[src/etf_pkg.sv]
`timescale 1ns / 1ps

package etf_pkg;

	parameter int MAX_ITER_DEF   = 300;
	parameter int IMG_WIDTH_DEF  = 1000;
	parameter int IMG_HEIGHT_DEF = 800;
	parameter int FRAC_BITS_DEF  = 28;

	parameter int PIX_W     = 10;
	parameter int WORD_W    = 32;
	parameter int COLOR_W   = 24;
	parameter int ITER_W    = 9;
	parameter int CFG_IDX_W = 3;
	// pixel offset from centre: -512 .. 511 at the largest image size
	parameter int OFS_W     = 13;
	parameter int PROD_W    = OFS_W + WORD_W;

	parameter logic [COLOR_W-1:0] COLOR_STEP   = 24'd16777;
	parameter logic [COLOR_W-1:0] COLOR_INSIDE = 24'hAA0000;

	parameter logic [CFG_IDX_W-1:0] REG_MODE         = 3'd0;
	parameter logic [CFG_IDX_W-1:0] REG_SCALE        = 3'd1;
	parameter logic [CFG_IDX_W-1:0] REG_X_OFFSET     = 3'd2;
	parameter logic [CFG_IDX_W-1:0] REG_Y_OFFSET     = 3'd3;
	parameter logic [CFG_IDX_W-1:0] REG_JULIA_C_REAL = 3'd4;
	parameter logic [CFG_IDX_W-1:0] REG_JULIA_C_IMAG = 3'd5;

	parameter logic signed [WORD_W-1:0] SCALE_RST  = 32'sd268435456;
	parameter logic signed [WORD_W-1:0] JULIA_RE_RST = -32'sd214748365;
	parameter logic signed [WORD_W-1:0] JULIA_IM_RST = 32'sd41875931;

	typedef struct packed {
		logic load_pix;
		logic div_start;
		logic load_z;
		logic mul;
		logic step;
		logic finish;
		logic out_load;
	} etf_cmd_t;

	typedef struct packed {
		logic div_done;
		logic escape;
		logic limit;
	} etf_stat_t;

	function automatic logic signed [WORD_W-1:0] sat32(input logic signed [71:0] v);
		if (v > 72'sd2147483647) begin
			return 32'sh7FFFFFFF;
		end else if (v < -72'sd2147483648) begin
			return 32'sh80000000;
		end else begin
			return v[WORD_W-1:0];
		end
	endfunction

endpackage

[src/etf_ctrl.sv]
`timescale 1ns / 1ps

module etf_ctrl
	import etf_pkg::*;
(
	input  logic      clk,
	input  logic      arst_n,
	input  logic      in_valid,
	output logic      in_ready,
	output logic      out_valid,
	input  logic      out_ready,
	input  etf_stat_t st,
	output etf_cmd_t  cmd
);

	typedef enum logic [6:0] {
		S_IDLE = 7'b0000001,
		S_MAP  = 7'b0000010,
		S_DIV  = 7'b0000100,
		S_OFS  = 7'b0001000,
		S_MUL  = 7'b0010000,
		S_UPD  = 7'b0100000,
		S_DONE = 7'b1000000
	} etf_state_t;

	etf_state_t state_q, state_d;
	logic       out_valid_q;

	always_comb begin
		state_d = state_q;
		cmd     = '0;
		case (state_q)
			S_IDLE: begin
				if (in_valid) begin
					cmd.load_pix = 1'b1;
					state_d      = S_MAP;
				end
			end
			S_MAP: begin
				cmd.div_start = 1'b1;
				state_d       = S_DIV;
			end
			S_DIV: begin
				if (st.div_done) begin
					state_d = S_OFS;
				end
			end
			S_OFS: begin
				cmd.load_z = 1'b1;
				state_d    = S_MUL;
			end
			S_MUL: begin
				cmd.mul = 1'b1;
				state_d = S_UPD;
			end
			S_UPD: begin
				if (st.escape || st.limit) begin
					cmd.finish = 1'b1;
					state_d    = S_DONE;
				end else begin
					cmd.step = 1'b1;
					state_d  = S_MUL;
				end
			end
			S_DONE: begin
				if (!out_valid_q || out_ready) begin
					cmd.out_load = 1'b1;
					state_d      = S_IDLE;
				end
			end
			default: begin
				state_d = S_IDLE;
			end
		endcase
	end

	always_ff @(posedge clk or negedge arst_n) begin
		if (!arst_n) begin
			state_q     <= S_IDLE;
			out_valid_q <= 1'b0;
		end else begin
			state_q <= state_d;
			if (cmd.out_load) begin
				out_valid_q <= 1'b1;
			end else if (out_ready) begin
				out_valid_q <= 1'b0;
			end
		end
	end

	assign in_ready  = state_q == S_IDLE;
	assign out_valid = out_valid_q;

	a_out_from_done: assert property (@(posedge clk) disable iff (!arst_n)
		$rose(out_valid_q) |-> $past(state_q == S_DONE))
		else $error("result beat raised outside completion");

	a_accept_maps: assert property (@(posedge clk) disable iff (!arst_n)
		in_valid && in_ready |=> state_q == S_MAP)
		else $error("accepted pixel did not start mapping");

	a_hold_done: assert property (@(posedge clk) disable iff (!arst_n)
		state_q == S_DONE && out_valid_q && !out_ready |=> state_q == S_DONE)
		else $error("finished result overwrote a pending beat");

endmodule

[config.mk]
export PLATFORM = sky130hd
export DESIGN_NAME = etf_ctrl
export DESIGN_NICKNAME = d
export VERILOG_FILES = /design/src/etf_pkg.sv /design/src/etf_ctrl.sv
export SDC_FILE = /design/constraint.sdc
export NUM_CORES = 1
export LEC_CHECK = 0
export BUFFER_PORTS_ARGS = -buffer_cell sky130_fd_sc_hd__buf_4
export CAP_MARGIN = 20
export CELL_PAD_IN_SITES_DETAIL_PLACEMENT = 2
export CELL_PAD_IN_SITES_GLOBAL_PLACEMENT = 2
export CORE_MARGIN = 2
export CORE_UTILIZATION = 29
export CTS_BUF_LIST = sky130_fd_sc_hd__clkbuf_16
export CTS_CLUSTER_DIAMETER = 80
export DETAILED_ROUTE_END_ITERATION = 8
export GPL_TIMING_DRIVEN = 0
export PLACE_DENSITY_LB_ADDON = 0.1
export SETUP_SLACK_MARGIN = 0.05
export SLEW_MARGIN = 20
export SYNTH_ARGS = -nofsm -noshare
export SYNTH_HDL_FRONTEND = slang
export SYNTH_SLANG_ARGS = --single-unit
[constraint.sdc]
create_clock -name clk -period 3.3 [get_ports clk]
set_input_delay 0.33 -clock clk [delete_from_list [all_inputs] [get_ports clk]]
set_output_delay 0.33 -clock clk [all_outputs]
set_load 0.03 [all_outputs]
; Word-level counts from Yosys, hierarchy flattened
; Cells that the tools add are included.
[op_classes]
eq_ne = 10
muxes = 17
n_reduce_logical = 5
[ops]
columns = operator, count
row1 = 7-bit case mux with 7 select lines, 1
row2 = 7-bit two-way mux, 4
row3 = 1-bit two-way mux, 11
row4 = "7-bit by 1-bit equality test with 1-bit output, second input constant", 1
row5 = "7-bit by 2-bit equality test with 1-bit output, second input constant", 1
row6 = "7-bit by 3-bit equality test with 1-bit output, second input constant", 1
row7 = "7-bit by 4-bit equality test with 1-bit output, second input constant", 1
row8 = "7-bit by 5-bit equality test with 1-bit output, second input constant", 1
row9 = "7-bit by 6-bit equality test with 1-bit output, second input constant", 1
row10 = "7-bit equality test, second input constant", 1
row11 = "2-bit != test, second input constant", 3
row12 = 3-bit AND reduction, 1
row13 = 1-bit logical OR, 2
row14 = 2-bit two-way mux, 1
row15 = 2-bit nonzero test, 1
row16 = 1-bit zero test, 1
[word_totals]
regBits = 8
in_bits = 7
output_inout_bits = 9
wordCells = 34

; Depth between registers and ports, before layout
; Gate-level depths: netlist of the first run.
[depth]
depth_word = 5
depth_mapped = 4

; Worst setup path after synthesis of the first run
; No wires, ideal clock.
[synth_timing]
path_kind = register -> output
start = register state_q[6]
end = output cmd[6] in the netlist's numbering
arrival_ns = 1.783
setup_slack_ns = 1.187
stages_incl_launch_ff = 3
path_cell_list = dfrtp_1 -> or3_1 -> nor4_1
[synth_rtl]
columns = element, line_no
row1 = "start, declared", etf_ctrl.sv:26  ; etf_state_t state_q, state_d;
row2 = "start signal, assigned", etf_ctrl.sv:82  ; state_q <= state_d;
row3 = "end, declared", etf_ctrl.sv:13  ; output etf_cmd_t cmd

==> results of run 1 <==
## flip-flops by register name (all words and copies together), names as in the netlist
| register | flops |
|---|---|
| state_q | 7 |
| out_valid | 1 |
## cell usage after synthesis (all sizes together) (2+ instances only)
| cell | count |
|---|---|
| dfrtp | 7 |
| o22ai | 2 |
| nor4 | 3 |
| nor3 | 3 |
| nor2 | 7 |
| or2 | 2 |
| or3 | 2 |
| nand2 | 3 |
| nor4b | 2 |
| inv | 2 |
| nand2b | 3 |
## power breakdown
group          switching [mW]  total, mW  internal [mW]
clock network          0.0493      0.207          0.158
registers              0.0248      0.142          0.117
logic                  0.0893      0.153         0.0636
## cell families after synthesis
| family | count (synthesis) | share of synthesized area |
|---|---|---|
| flip-flops | 8 | 0.4171 |
| XOR/XNOR | 1 | 0.01814 |
| AO/OA/AOI/OAI | 5 | 0.09069 |
| AND/OR/NAND/NOR | 32 | 0.4353 |
| buffers and inverters | 3 | 0.03886 |
## stage by stage
stage | setup WS, ps | cells | instance area (um^2) | utilization | hold WS [ps]
global placement | 1273 | 80 | 615.6 | 0.3994 | 152.5
CTS | 1011 | 85 | 704.4 | 0.4570 | 326.8
global route | 960.6 | 85 | 704.4 | 0.4570 | 345.4
finish | 1018 | 85 | 704.4 | 0.4570 | 326.4
floorplan | 1187 | 49 | 483.0 | - | 34.41
detailed placement | 1263 | 80 | 615.6 | 0.3994 | 156.8
## final timing paths
path                       cells past startpoint       start         end  slack (ps)
max reg2reg                                    3  state_q[1]  state_q[6]        1660
min in group asynchronous                      2      arst_n   out_valid         470
min                                            2       st[2]  state_q[3]         330
max                                            4  state_q[1]      cmd[0]        1020
max in group asynchronous                      2      arst_n  state_q[0]        2620
min reg2reg                                    1  state_q[6]  state_q[5]         570
## routing by layer
metal,vias to the layer above,routed length (um)
met5,-,0
met4,0,38
met3,5,51
met2,9,624
met1,215,580
li1,224,-
## area by class of cell
cell class,instances,area share
Multi-Input combinational cell,38,0.3730
Timing Repair Buffer,16,0.1741
Clock buffer,3,0.1066
Clock inverter,1,0.005329
Inverter,2,0.01066
Buffer,1,0.01599
Tap cell,16,0.02842
Sequential cell,8,0.2860
## placed cells by master (no fill, tap or decap), drive strengths merged, types with 2 or more instances in the layout
cell / n
nor4b: 2
inv: 3
o22ai: 2
nor3: 3
nand2b: 3
or3: 2
dfrtp: 7
clkbuf: 3
nor2: 7
nor4: 3
nand2: 3
buf: 16
or2: 2
## repair_timing
item | in CTS | in global routing
hold buffers | 1 | 0
gates resized for setup | 0 | 0
setup endpoints to repair | 0 | 0
endpoints found under the hold margin | 7 | 0
==> qor.txt, run 1 <==
Pleak: 0.3407 nW
Number of global-route vias before repair: 468
WL/cell: 15.24 um
Routed vias: 453
Max-cap violations: 0
Final Net Count: 77
RSZ-0062 raised after global routing: false
Area leader, netlist: dfrtp_1
Layout fillers: 181
Die area: 2008 um^2
GR Util All Layers: 0.1608
Port bufs: 15
Cell Chain, Critical Path: or4_4, or3_4, nor2b_2, buf_4
Arrival @ worst endpoint: 1950 ps
Min-Delay Path Class: in -> reg
Synth cell types: 28
CTS tree: done
Post-Syn Area per Cell: 9.856 um^2
FF+latch count, synth: 8
Yosys top cell area share: 0.3627
Mapped Area: 483.0 um^2
Max-slew violations: 0
Hpwl dp: 959.8 um
Vias per cell: 5.329
Worst VDD drop: 0.0003691 V
Setup repair bufs after CTS: 0
Drt first pass iters: 4
Register area: 201.4 um^2
Met3 Use GR: 0.04800
Startpoint types: register
Clk_skew: 5.334 ps
Clock sinks: 8
Worst-Margin Slew: 436.0 ps
Core box area: 1541 um^2
Antenna-violating nets left: 0
IO Count: 16
CTS Buf Count: 3
EDFF count, synth: 0
Multi-input gate area: 262.8 um^2
Synth Net Count: 56
Total grt overflow: 0
Critical path type: reg -> out
Met2 GRT Util: 0.2174
Largest net degree at the start of global routing: 9
Pwr Total: 0.5022 mW
Die H: 44.81 um
Synth warn: 0
Final setup violation count: 0
GRT Max-Usage Layer: met1
Minimum clock period: 2282 ps
Worst skew pair latency: 240 ps
PD cells: 712.9 nW/um^2
Crit path capture type: output port
Layout cells sized above 1: 0.3768
Number of cell rows: 14
Post-route DRC: 0
Setup TNS: 0 ps
Initial antenna violation count: 0
Initial core utilization: 0.3133
F_max: 438.3 MHz
Final WL: 1295 um
GR Util met1: 0.2200
Die X: 44.81 um
Gp weighted congestion: 0.7037
Final period util: 0.6914
Asr flop ratio synth: 1.000
Crit path buf inv count: 1
Top_reg_cell synth: dfrtp_1
Slew margin rel.: 0.7018
Crit-path max FO: 8
Initial DRC Count: 8
Largest cells by area after synthesis: dfrtp_1 36%, dfstp_2 5.4%, nor2_1 5.4%
CP max stage cell: or4_4
Sequential area share after synthesis: 0.4171
Antenna Cells: 0
First-pass GRT wire length: 2194 um
Clock Path Buffers: 2
Worst-path clk slew: 30 ps
Final hold vios: 0
CTS root buf: clkbuf_16
Outcome: finished, final reports clean
H-tree Lvls: 1
Req. time, crit path: 2970 ps
Worst path top cell family by delay: simple AND/OR/NAND/NOR gates
Mapped Cells: 49
Area added between synthesis and finish: 45.86%
Slowest stage delay, CP: 590 ps
No activity file was read; power rests on OpenSTA's default activity.
==> run 2, diff against run 1 <==
- ABC_AREA: not set -> 1
- CORE_ASPECT_RATIO: not set -> 0.75
- CORE_UTILIZATION: 29 -> 25
- clock period: 3.3 -> 2.25 ns (I/O delays scaled with it)
==> run 2 against run 1 <==
Against the previous run: clock-buffer cell count unchanged; global-route usage down 0.54 points; hold slack worse by 130 ps; critical path type unchanged.
==> qor.txt, run 2 <==
H-tree Lvls: 1
PD cells: 1306 nW/um^2
Setup TNS: 0 ps
FF+latch count, synth: 8
Flop-to-flop setup slack: 980 ps
Max-slew violations: 0
Crit-path most repeated cell: nor2_2
Hold buffer count at cts: 1
Layout cells sized above 1: 0.4022
Mapped Area: 519.2 um^2
Outcome: finished, final reports clean
Area leader, netlist: dfrtp_1
Initial antenna violation count: 0
Number of cell rows: 14
Sequential area share after synthesis: 0.3880
Crit path capture type: output port
Routed vias: 528
Final period util: 0.7693
Vias per cell: 4.552
Hold Crit Depth: 2
Crit. Startpoint: state_q[2]
Worst skew pair latency: 240 ps
Final Core Density: 0.3793
Min-delay src: out_ready
WL/cell: 14.21 um
Asr flop ratio synth: 1.000
Worst slack at placement: 820.5 ps
Worst flop-to-flop path startpoint: state_q[0]
Final setup violation count: 0
IO Count: 16
Critical path type: reg -> out
Die area: 2461 um^2
Final hold vios: 0
Hold EP: out_valid
Clock sinks: 8
Startpoint types: register
Largest cells by area after synthesis: dfrtp_1 34%, nor2_1 12%, nor2_2 8.4%
Antenna-violating nets left: 0
Gp weighted congestion: 0.7166
Area added between synthesis and finish: 44.58%
Setup repair bufs after CTS: 0
EDFF count, synth: 0
CTS tree: done
Largest net degree at the start of global routing: 11
Wl on met1: 820 um
Post-Syn Area per Cell: 7.212 um^2
Clock Path Buffers: 2
Req. time, crit path: 2030 ps
Final Net Count: 100
Worst-path clk slew: 40 ps
Clk_skew: 4.043 ps
Top_reg_cell synth: dfrtp_1
Number of global-route vias before repair: 563
Slowest stage delay, CP: 420 ps
Port bufs: 15
CP max stage cell: dfrtp_1
Top sig layer: met4
Post-synth top cells: 17 x nor2_1, 9 x inv_1, 9 x nand2_1
Total grt overflow: 0
Die X: 56.63 um
Final instance area: 750.7 um^2
Most frequent cells in the layout: 17 x nor2_1, 15 x buf_4, 10 x inv_1, 9 x nand2_1
Synth cell types: 18
Initial DRC Count: 2
CTS root buf: clkbuf_16
Final WL: 1648 um
Antenna Cells: 0
Pleak: 0.3884 nW
Synth warn: 0
Commonest non-fill, non-tap cell in the layout: nor2_1
Die H: 43.47 um
Mapped Cells: 72
Synth Net Count: 79
Resize count post-CTS: 0
Arrival @ worst endpoint: 1510 ps
Core box area: 1979 um^2
Yosys top cell area share: 0.3373
Min-Delay Path Class: in -> reg
Worst VDD drop: 0.0005055 V
Post-DP Area: 661.9 um^2
Max FFs per register: 7
Post-route DRC: 0
Worst-Margin Slew: 305.7 ps
Reg2reg end: state_q[0]
Most numerous cell in the Yosys netlist: nor2_1
GR Util All Layers: 0.1554
Slew margin rel.: 0.7946
Routed length on met3: 98 um
First-pass GRT wire length: 2725 um
Routed length on met2: 716 um
RSZ-0062 raised after global routing: false
Worst Reg-to-Reg Cells: 6
Crit-path max FO: 5
Largest Register: state_q
CTS Buf Count: 3
Max-cap violations: 0
Hpwl dp: 1298 um
F_max: 577.7 MHz
Minimum clock period: 1731 ps
Drt first pass iters: 2
Cell Chain, Critical Path: nor2_2, nand2_2, nor2_2, inv_1, nor2_1, buf_4
Initial core utilization: 0.2623
Worst Slack Setup Final: 519.0 ps
==> run 2: cell types whose count changed in the layout (fill, tap and decap cells not counted), moves of 2 or more <==
cell,previous run,this run
nand2_1,3,9
nor2_1,7,17
inv_1,3,10
nor4_1,3,0
nand2b_1,3,0
nand3_2,0,3
inv_2,0,4
o21ai_0,0,2
nand3_1,0,3
nor2_2,0,7
==> run 2: kinds of logic after synthesis <==
family | synth area share
compound gates | 0.06265
buf+inv | 0.09396
flops | 0.3880
simple gates | 0.4554
==> run 2: power by group <==
part | total, mW | switching, mW | internal, mW
registers | 0.224 | 0.0398 | 0.184
logic | 0.450 | 0.298 | 0.152
clock network | 0.307 | 0.0751 | 0.232
==> run 2: layout make-up <==
cell class	count	area (um^2)
inverters	13	48.80
clock inverters	1	3.754
fillers	245	1229
flip-flops and latches	8	201.4
clock buffers	3	75.07
multi-input cells	51	269.0
well taps	24	30.03
repair buffers	16	122.6
==> run 2: through the flow <==
step / instances / power, mW / hold slack [ps]
floorplan: 72 / 0.5338 / -70.59
global placement: 111 / 0.6609 / 53.40
detailed placement: 111 / 0.6733 / 55.94
CTS: 116 / 0.9985 / 199.0
global route: 116 / 1.059 / 232.7
finish: 116 / 0.9803 / 197.9
==> run 2: worst max-delay path: cells and delay by family, from the launching register on <==
family / cells / cell delay [ps]
buffers and inverters: 2 / 270
AND/OR/NAND/NOR: 4 / 590
flip-flops: 1 / 420
==> run 2: worst max-delay path by stage <==
| stage | endpoint | slack (ps) | cells past startpoint |
|---|---|---|---|
| finish | cmd[2] | 520 | 6 |
| global route | cmd[2] | 440 | 6 |
| CTS | cmd[2] | 520 | 6 |
| detailed placement | cmd[2] | 820 | 6 |
| global placement | cmd[2] | 820 | 6 |
| floorplan | cmd[6] | 630 | 4 |
==> run 2: layer usage <==
layer | track usage | vias to the layer above
met4 | 0.04286 | 0
met5 | 0 | -
met3 | 0.06269 | 2
met2 | 0.2465 | 16
li1 | - | 263
met1 | 0.1978 | 247
==> run 3, diff against run 2 <==
- ABC_AREA: 1 -> 0
- CORE_UTILIZATION: 25 -> 27
- clock period: 2.25 -> 1.6 ns (I/O delays scaled with it)
==> run 3 against run 2 <==
Against the previous run: the run now ends with negative setup slack left; critical endpoint is now cmd[3]; die area shrank 13%; clock power grew 44%; largest power group unchanged; via count increased by 8.0%; routed wire length increased by 55%; sequential power up 37%; critical path type unchanged; final cell count down 7.8%.
==> qor.txt, run 3 (synthesis gave the netlist of run 1 again) <==
Initial antenna violation count: 0
Vias per cell: 5.327
Largest Register: state_q
Crit path capture type: output port
Total grt overflow: 0
Worst-path clk slew: 40 ps
Post-route DRC: 0
Die X: 52.84 um
PD cells: 1408 nW/um^2
Outcome: finished, violations left
Routed vias: 570
GRT Max-Usage Layer: met2
Clock sinks: 8
Die area: 2146 um^2
Critical path type: reg -> out
GR Util met1: 0.3000
Arrival @ worst endpoint: 1910 ps
Met2 GRT Util: 0.3375
Final Net Count: 93
Worst Slack Setup Final: -473.4 ps
Worst VDD drop: 0.0009456 V
Largest net degree at the start of global routing: 9
Antenna Cells: 0
Layout fillers: 166
Initial DRC Count: 14
Final WL: 2558 um
Layout cells sized above 1: 0.6706
Worst skew pair latency: 240 ps
Crit-path max FO: 3
Number of global-route vias before repair: 570
CTS Buf Count: 3
Worst slack at placement: -271.9 ps
CTS tree: done
Initial core utilization: 0.2828
Startpoint types: register
Antenna-violating nets left: 0
Drt first pass iters: 3
RSZ-0062 raised after global routing: true
Max-cap violations: 0
Final period util: 1.296
Pwr Total: 1.348 mW
Clock Path Buffers: 2
Max FFs per register: 7
Met3 Use GR: 0.03285
H-tree Lvls: 1
Port bufs: 15
F_max: 482.3 MHz
Worst-Margin Slew: 370.5 ps
Most frequent cells in the layout: 23 x buf_4, 9 x buf_6, 4 x nor2_1, 4 x dfrtp_2
Min-Delay Path Class: in -> reg
Core box area: 1708 um^2
Failing checks: negative setup slack
Slew margin rel.: 0.7507
Commonest non-fill, non-tap cell in the layout: buf_4
Die H: 40.63 um
Clk_skew: 7.781 ps
Pleak: 0.4391 nW
WL/cell: 23.91 um
Final setup violation count: 12
Final hold vios: 0
Minimum clock period: 2073 ps
GR Util All Layers: 0.2241
Max-slew violations: 0
IO Count: 16
Gp weighted congestion: 0.6797
Setup TNS: -2132 ps
Req. time, crit path: 1440 ps
First-pass GRT wire length: 3105 um
Area added between synthesis and finish: 98.19%
CTS root buf: clkbuf_16
Number of cell rows: 13
Hpwl dp: 1031 um
Final Core Density: 0.5604
-- run 3: cell count changes in the layout (fill, tap and decap cells not counted), sizes merged, moves of 3 or more --
cell	change
buf	+17
nor2	-17
o21ai	-3
nand2b	+3
inv	-11
nand2	-8
nand3	-6
nor4	+3
-- run 3: repair_timing --
action,4_1_cts,5_1_grt
pin swaps,6,10
setup endpoints to repair,11,13
setup buffers,10,7
hold endpoints to repair,8,0
resized for setup,12,16
hold buffers,1,0
-- run 3: final timing paths --
kind / from / to / slack, ps / cells after the start
max: state_q[5] / cmd[3] / -470 / 4
min: st[2] / state_q[3] / 180 / 2
max reg2reg: state_q[5] / state_q[0] / -150 / 5
min reg2reg: state_q[2] / state_q[5] / 600 / 1
max in group asynchronous: arst_n / state_q[0] / 1090 / 2
min in group asynchronous: arst_n / state_q[5] / 290 / 2
-- run 3: cell type report --
type                            instances  area (um^2)  area share
Inverter                                2        7.507    0.007843
Clock inverter                          1        3.754    0.003922
Sequential cell                         8        206.4      0.2157
Clock buffer                            3        75.07     0.07843
Tap cell                               22        27.53     0.02876
Timing Repair Buffer                   33        284.0      0.2967
Multi-Input combinational cell         38        352.8      0.3686
-- run 3: metrics by stage --
step	cells	area [um^2]	hold WS [ps]
2_1_floorplan	49	510.5	-135.6
5_1_grt	107	957.2	176.1
3_3_place_gp	86	650.6	-16.73
4_1_cts	101	854.6	152.7
3_5_place_dp	86	650.6	-13.82
6_report	107	957.2	177.0
-- run 3: power by group --
group | total [mW] | switching, mW | internal (mW)
Combinational | 0.599 | 0.327 | 0.272
Clock | 0.441 | 0.114 | 0.327
Sequential | 0.307 | 0.0618 | 0.246
Total | 1.35 | 0.503 | 0.844
-- run 3: routing by layer --
metal / vias up / share of wire
li1: 254 / -
met1: 294 / 0.48
met2: 15 / 0.46
met3: 7 / 0.036
met4: 0 / 0.020
met5: - / 0
-- run 3: critical path: stages, from the launching register on --
cell	delay, ps
dfrtp_1	410
or4_4	590
buf_6	150
nor4b_4	310
buf_4	220
